`config.mk`:
```
export PLATFORM = sky130hd
export DESIGN_NAME = cmlp_ctrl
export DESIGN_NICKNAME = d
export VERILOG_FILES = /design/src/hw/rtl/cmlp_pkg.sv /design/src/hw/rtl/cmlp_ctrl.sv
export SDC_FILE = /design/constraint.sdc
export NUM_CORES = 1
export LEC_CHECK = 0
export ABC_AREA = 1
export BUFFER_PORTS_ARGS = -buffer_cell sky130_fd_sc_hd__buf_2
export CAP_MARGIN = 25
export CORE_AREA = 2 2 39 41
export CTS_BUF_LIST = sky130_fd_sc_hd__clkbuf_2
export DETAILED_ROUTE_END_ITERATION = 8
export DIE_AREA = 0 0 41 43
export HOLD_SLACK_MARGIN = 0.12
export PLACE_DENSITY = 0.75
export SLEW_MARGIN = 10
export SYNTH_ARGS = -nofsm -noshare
export SYNTH_HDL_FRONTEND = slang
export SYNTH_SLANG_ARGS = --single-unit
```
`constraint.sdc`:
```
create_clock -name clk -period 1.2 [get_ports clk]
set_clock_uncertainty 0.15 [all_clocks]
set_input_delay 0.18 -clock clk [delete_from_list [all_inputs] [get_ports clk]]
set_output_delay 0.18 -clock clk [all_outputs]
set_load 0.02 [all_outputs]
```
`src/hw/rtl/cmlp_pkg.sv`:
```
// Shared types, codes and character constants for the code map line parser.
`default_nettype none
package cmlp_pkg;

  typedef enum logic [1:0] {
    OP_CHAR   = 2'd0,
    OP_EOL    = 2'd1,
    OP_LOOKUP = 2'd2,
    OP_CLEAR  = 2'd3
  } op_t;

  typedef enum logic [2:0] {
    REL_START = 3'd0,
    REL_SIGN  = 3'd1,
    REL_ZERO  = 3'd2,
    REL_X     = 3'd3,
    REL_DIG   = 3'd4
  } rel_t;

  typedef enum logic [1:0] {
    BASE_NONE = 2'd0,
    BASE_OCT  = 2'd1,
    BASE_DEC  = 2'd2,
    BASE_HEX  = 2'd3
  } base_t;

  localparam logic [2:0] ERR_NONE      = 3'd0;
  localparam logic [2:0] ERR_TOKEN     = 3'd1;
  localparam logic [2:0] ERR_OFFSET    = 3'd2;
  localparam logic [2:0] ERR_VALUE     = 3'd3;
  localparam logic [2:0] ERR_RANGE_CH  = 3'd4;
  localparam logic [2:0] ERR_RANGE     = 3'd5;
  localparam logic [2:0] ERR_DUPLICATE = 3'd6;

  localparam logic [16:0] VAL_SAT    = 17'h10000;
  localparam logic [16:0] MAX_CODE   = 17'h0FFFF;
  localparam logic [16:0] MAX_OFFSET = 17'h000FF;

  localparam logic [7:0] CH_COLON = 8'h3A;
  localparam logic [7:0] CH_UNDER = 8'h5F;
  localparam logic [7:0] CH_PLUS  = 8'h2B;
  localparam logic [7:0] CH_MINUS = 8'h2D;
  localparam logic [7:0] CH_LX    = 8'h78;
  localparam logic [7:0] CH_UX    = 8'h58;
  localparam logic [7:0] CH_D0    = 8'h30;
  localparam logic [7:0] CH_D1    = 8'h31;
  localparam logic [7:0] CH_D7    = 8'h37;
  localparam logic [7:0] CH_D9    = 8'h39;
  localparam logic [7:0] CH_SPACE = 8'h20;

  // Commands from the controller to the datapath
  typedef struct packed {
    logic load_item;
    logic exec;
    logic rng_rd;
    logic rng_step;
    logic clr_step;
    logic init_step;
    logic load_out;
  } cmd_t;

  // Status from the datapath to the controller
  typedef struct packed {
    op_t  op;
    logic sel_ok;
    logic rng_go;
    logic dup;
    logic rng_last;
    logic tclr_last;
    logic init_last;
  } stat_t;

  // Digit value of a character, 16 when it is no hex digit
  function automatic logic [4:0] hex_val(input logic [7:0] c);
    logic [4:0] v;
    v = 5'd16;
    if (c >= 8'h30 && c <= 8'h39) v = 5'(c - 8'h30);
    else if (c >= 8'h61 && c <= 8'h66) v = 5'(c - 8'h57);
    else if (c >= 8'h41 && c <= 8'h46) v = 5'(c - 8'h37);
    return v;
  endfunction

endpackage
`default_nettype wire

```
`src/hw/rtl/cmlp_ctrl.sv`:
```
// Controller state machine of the code map line parser.
`default_nettype none
module cmlp_ctrl
  import cmlp_pkg::*;
(
  input  wire   clk,
  input  wire   rst,
  input  wire   in_valid,
  output logic  in_ready,
  output logic  out_valid,
  input  wire   out_ready,
  input  stat_t stat,
  output cmd_t  cmd
);

  typedef enum logic [6:0] {
    S_INIT = 7'b0000001,
    S_IDLE = 7'b0000010,
    S_EXEC = 7'b0000100,
    S_RD   = 7'b0001000,
    S_CHK  = 7'b0010000,
    S_CLR  = 7'b0100000,
    S_OUT  = 7'b1000000
  } state_t;

  state_t state, state_next;

  // Sequence one request through its phases
  always_comb begin
    state_next = state;
    cmd = '0;
    in_ready = 1'b0;
    unique case (state)
      S_INIT: begin
        cmd.init_step = 1'b1;
        if (stat.init_last) state_next = S_IDLE;
      end
      S_IDLE: begin
        in_ready = 1'b1;
        if (in_valid) begin
          cmd.load_item = 1'b1;
          state_next = S_EXEC;
        end
      end
      S_EXEC: begin
        cmd.exec = 1'b1;
        if (stat.op == OP_CLEAR) state_next = stat.sel_ok ? S_CLR : S_OUT;
        else if (stat.rng_go) state_next = S_RD;
        else state_next = S_OUT;
      end
      S_RD: begin
        cmd.rng_rd = 1'b1;
        state_next = S_CHK;
      end
      S_CHK: begin
        cmd.rng_step = 1'b1;
        state_next = (stat.dup || stat.rng_last) ? S_OUT : S_RD;
      end
      S_CLR: begin
        cmd.clr_step = 1'b1;
        if (stat.tclr_last) state_next = S_OUT;
      end
      S_OUT: begin
        if (!out_valid || out_ready) begin
          cmd.load_out = 1'b1;
          state_next = S_IDLE;
        end
      end
      default: state_next = S_INIT;
    endcase
  end

  always_ff @(posedge clk) begin
    if (rst) begin
      state <= S_INIT;
      out_valid <= 1'b0;
    end else begin
      state <= state_next;
      if (cmd.load_out) out_valid <= 1'b1;
      else if (out_ready) out_valid <= 1'b0;
    end
  end

endmodule
`default_nettype wire

```
; Word-level counts from Yosys, hierarchy flattened
; Index checks and enable logic that the tools add are counted.
[totals]
regBits = 8
word_cells = 40
output_inout_bits = 9
input_bits = 12
[op_classes]
muxes = 21
n_eq_ne = 12
n_reduce_logical = 5
[op_table]
columns = cell, count
row1 = $mux W7, 8
row2 = $pmux W7 S7, 1
row3 = $mux W1, 12
row4 = $ne A2 B2 Y1 const B, 4
row5 = $eq A7 B1 Y1 const B, 1
row6 = $eq A7 B2 Y1 const B, 1
row7 = $eq A7 B3 Y1 const B, 1
row8 = $eq A7 B4 Y1 const B, 1
row9 = $eq A7 B5 Y1 const B, 1
row10 = $eq A7 B6 Y1 const B, 1
row11 = $eq A7 B7 Y1 const B, 1
row12 = $reduce_and A4 Y1, 1
row13 = $eq A2 B2 Y1 const B, 1
row14 = $logic_or A1 B1 Y1, 2
row15 = $reduce_bool A2 Y1, 1
row16 = $logic_not A1 Y1, 1

; Depth between registers and ports, before layout
[depth]
depth_word = 5
depth_mapped = 8
depth_no_buf = 8

; Worst setup path before layout
; Ideal clock, no wire load.
[synth_timing]
path_type = register to output
from = reg state[4]
to = out cmd[6] in the netlist's numbering
t_arrival_ns = 0.982
path_buffers = 0
path_slack_ns = -0.112
required_ns = 0.870
stages_incl_launch_ff = 6
cell_sequence = dfxtp_1 inv_2 nand2_2 nor2_2 nand2_1 nor2_1
[synth_lines]
columns = element, line_no
row1 = start: declaration, cmlp_ctrl.sv:26  ; state_t state, state_next;
row2 = start signal: assignment, cmlp_ctrl.sv:78  ; state <= state_next;
row3 = end: declaration, cmlp_ctrl.sv:13  ; output cmd_t cmd

==> qor.yml <==
outcome: "finished, violations left"
violations: "setup timing"
clockBufferDepth: 2
ys_ff_latch: 8
min_path_cells: 4
synthTopCellsByArea: "dfxtp_1, nand2_1, nand3_2, inv_1, nand2_2"
place_congestion: 0.8581
crit_required_ns: 0.87
yosysWarnings: 0
clkTransAtPathRegs_ns: 0.08
max-slew-margin-rel_pct: 79.11
min_to: "state[6]"
dieArea_sq_um: 1763
gr-usage-met2_pct: 43.13
hold_viol_final: 0
io_buffers: 20
grt_setup_unrepaired: "true"
synth.top_cell.area_share_pct: 29.02
synth_most_common_cell: "nand2_1"
drive_gt1_share_pct: 70.21
vias: 812
grt_pass1_wl_um: 3222
async_flop_share_pct: 0
routed_wl_um: 2370
cts_sinks: 8
fmax_mhz: 623.5
diodes: 0
nets: 155
fp.dieW_um: 41
r2r_start: "state[5]"
fin_crit_sh_pct: 133.7
drcViolationCount: 0
cts_buffers: 3
worstMarginPinSlew_ns: 0.3110
antenna_found_initial: 0
vias_per_cell: 5.172
grt_usage_pct: 26.73
reg2reg_setup_slack_ns: -0.33
r2r-end: "state[6]"
setup_tns_ns: -4.745
cts_root_buf: "clkbuf_2"
core-area_sq_um: 1384
synth.distinct_cells: 17
antenna_left: 0
dr.first_iter.drc_count: 9
num-fill-cells: 72
grt_pass1_vias: 789
peakVddDrop_uv: 526.1
syn-cell-area_sq_um: 551.8
end_kind: "output pin"
first_pass_iters: 4
synthCells: 85
cts_max_level: 1
yosysTopAreaCell: "dfxtp_1"
reg2regPathDepth: 10
cp.arrival_ns: 1.27
powerDensity_nw_per_um2: 790.9
syn_avg_cell_area_sq_um: 6.492
grt_max_degree: 9
synthFlopType: "dfxtp_1"
synth_edf_count: 0
synthTopCellsByCount: "nand2_1, inv_1, nor2_1, dfxtp_1"
cts_tree: "built"
met3_usage_pct: 3.141
area_growth_pct: 107.9
worstPathMaxFanout: 5
rows: 14
ios: 21
initial_core_util_pct: 39.87
syn_nets: 97
critPathKind: "flop to output pin"
final_util_pct: 82.91
min_from: "out_ready"
fin_ws_ns: -0.4038
p_leak_nw: 0.5735
wl_per_cell_um: 15.10
dp_hpwl_um: 1082
hold_class: "input pin to flop"
yosysSeqAreaShare_pct: 29.02
setup_viol: 16
maxSlewViolCount: 0
worst_setup_path_start_kind: "flop"
insertion_delay_ns: 0.26
die-height_um: 43
maxCapViolations: 0
overflow: 0
gr-usage-met1_pct: 32.26
min_period_ns: 1.604
busiest_layer: "met2"
finalPower_uw: 907.4
-- where the power goes --
group	total, mW	switching, mW	leakage [nW]	internal [mW]
sequential	0.316	0.0244	0.0688	0.291
clock	0.172	0.104	0.0125	0.0681
combinational	0.419	0.224	0.492	0.196
total	0.907	0.352	0.573	0.555
-- critical path: stages, from the launching register on --
cell     delay [ns]
dfxtp_4        0.36
inv_2          0.06
nand2_2        0.06
nor2_4         0.20
nand2_2        0.11
nor2_4         0.10
buf_6          0.12
-- through the flow --
step	std cells	hold WS, ns	setup slack [ns]	area (sq um)
2_1_floorplan	85	0.1934	-0.03916	564.3
3_3_place_gp	136	0.3138	-0.1750	800.8
3_5_place_dp	136	0.3165	-0.1919	800.8
4_1_cts	154	0.1052	-0.3728	1084
5_1_grt	157	0.1273	-0.4742	1147
6_report	157	0.1099	-0.4038	1147
-- routing by layer --
| metal | vias up | share of wire (%) |
|---|---|---|
| li1 | 377 | - |
| met1 | 378 | 41 |
| met2 | 45 | 49 |
| met3 | 12 | 4.8 |
| met4 | 0 | 4.8 |
| met5 | - | 0 |
-- placed cells by master (no fill, tap or decap) --
| master | instances |
|---|---|
| nor2_4 | 7 |
| buf_6 | 16 |
| and2_4 | 1 |
| nand2_1 | 12 |
| nor2_1 | 6 |
| buf_2 | 12 |
| nand3b_1 | 2 |
| dfxtp_4 | 2 |
| nor3_2 | 1 |
| nand3_1 | 5 |
| clkbuf_2 | 3 |
| nand2_4 | 2 |
| nand3_4 | 4 |
| nor2_2 | 3 |
| a21oi_2 | 3 |
| dfxtp_2 | 6 |
| or2_2 | 1 |
| dlygate4sd3_1 | 6 |
| nor3_1 | 2 |
| inv_1 | 6 |
| nand4_1 | 2 |
| inv_2 | 10 |
| buf_4 | 20 |
| nand2_2 | 8 |
| a21oi_1 | 1 |
-- worst max-delay path by stage --
stage                     slack (ns)       end     start
after global placement         -0.17  state[6]  state[5]
after CTS                      -0.37    cmd[4]  state[4]
after floorplan                -0.04  state[0]  state[1]
after global routing           -0.47    cmd[6]  state[4]
final                          -0.40    cmd[0]  state[0]
after detailed placement       -0.19    cmd[4]  state[5]
-- layout make-up --
class | instances | area [sq um] | share of cell area, %
flip-flops and latches | 8 | 175.2 | 15.27
inverters | 16 | 60.06 | 5.234
repair buffers | 54 | 450.4 | 39.26
multi-input cells | 60 | 426.7 | 37.19
clock buffers | 3 | 15.01 | 1.309
well taps | 16 | 20.02 | 1.745
-- registers in the layout (all words and copies together) (netlist names) --
name / flops
state: 7
out_valid: 1
-- cells by family (layout without fill, tap and decap cells) --
group                  Yosys count  count (layout)  synth area share, %
buffers and inverters           17              73                11.56
and+or+nand+nor                 56              56                55.78
DFF                              8               8                29.02
AOI/OAI and AO/OA                4               4                3.628
-- repair_timing --
action,in CTS,in global routing
gates cloned,0,0
endpoints found under the hold margin,7,0
resized for setup,43,12
setup endpoints to repair,15,16
hold buffers,6,0
pin swaps,15,15
buffers inserted,10,5
Note: power is estimated with default switching activity, not from simulation.
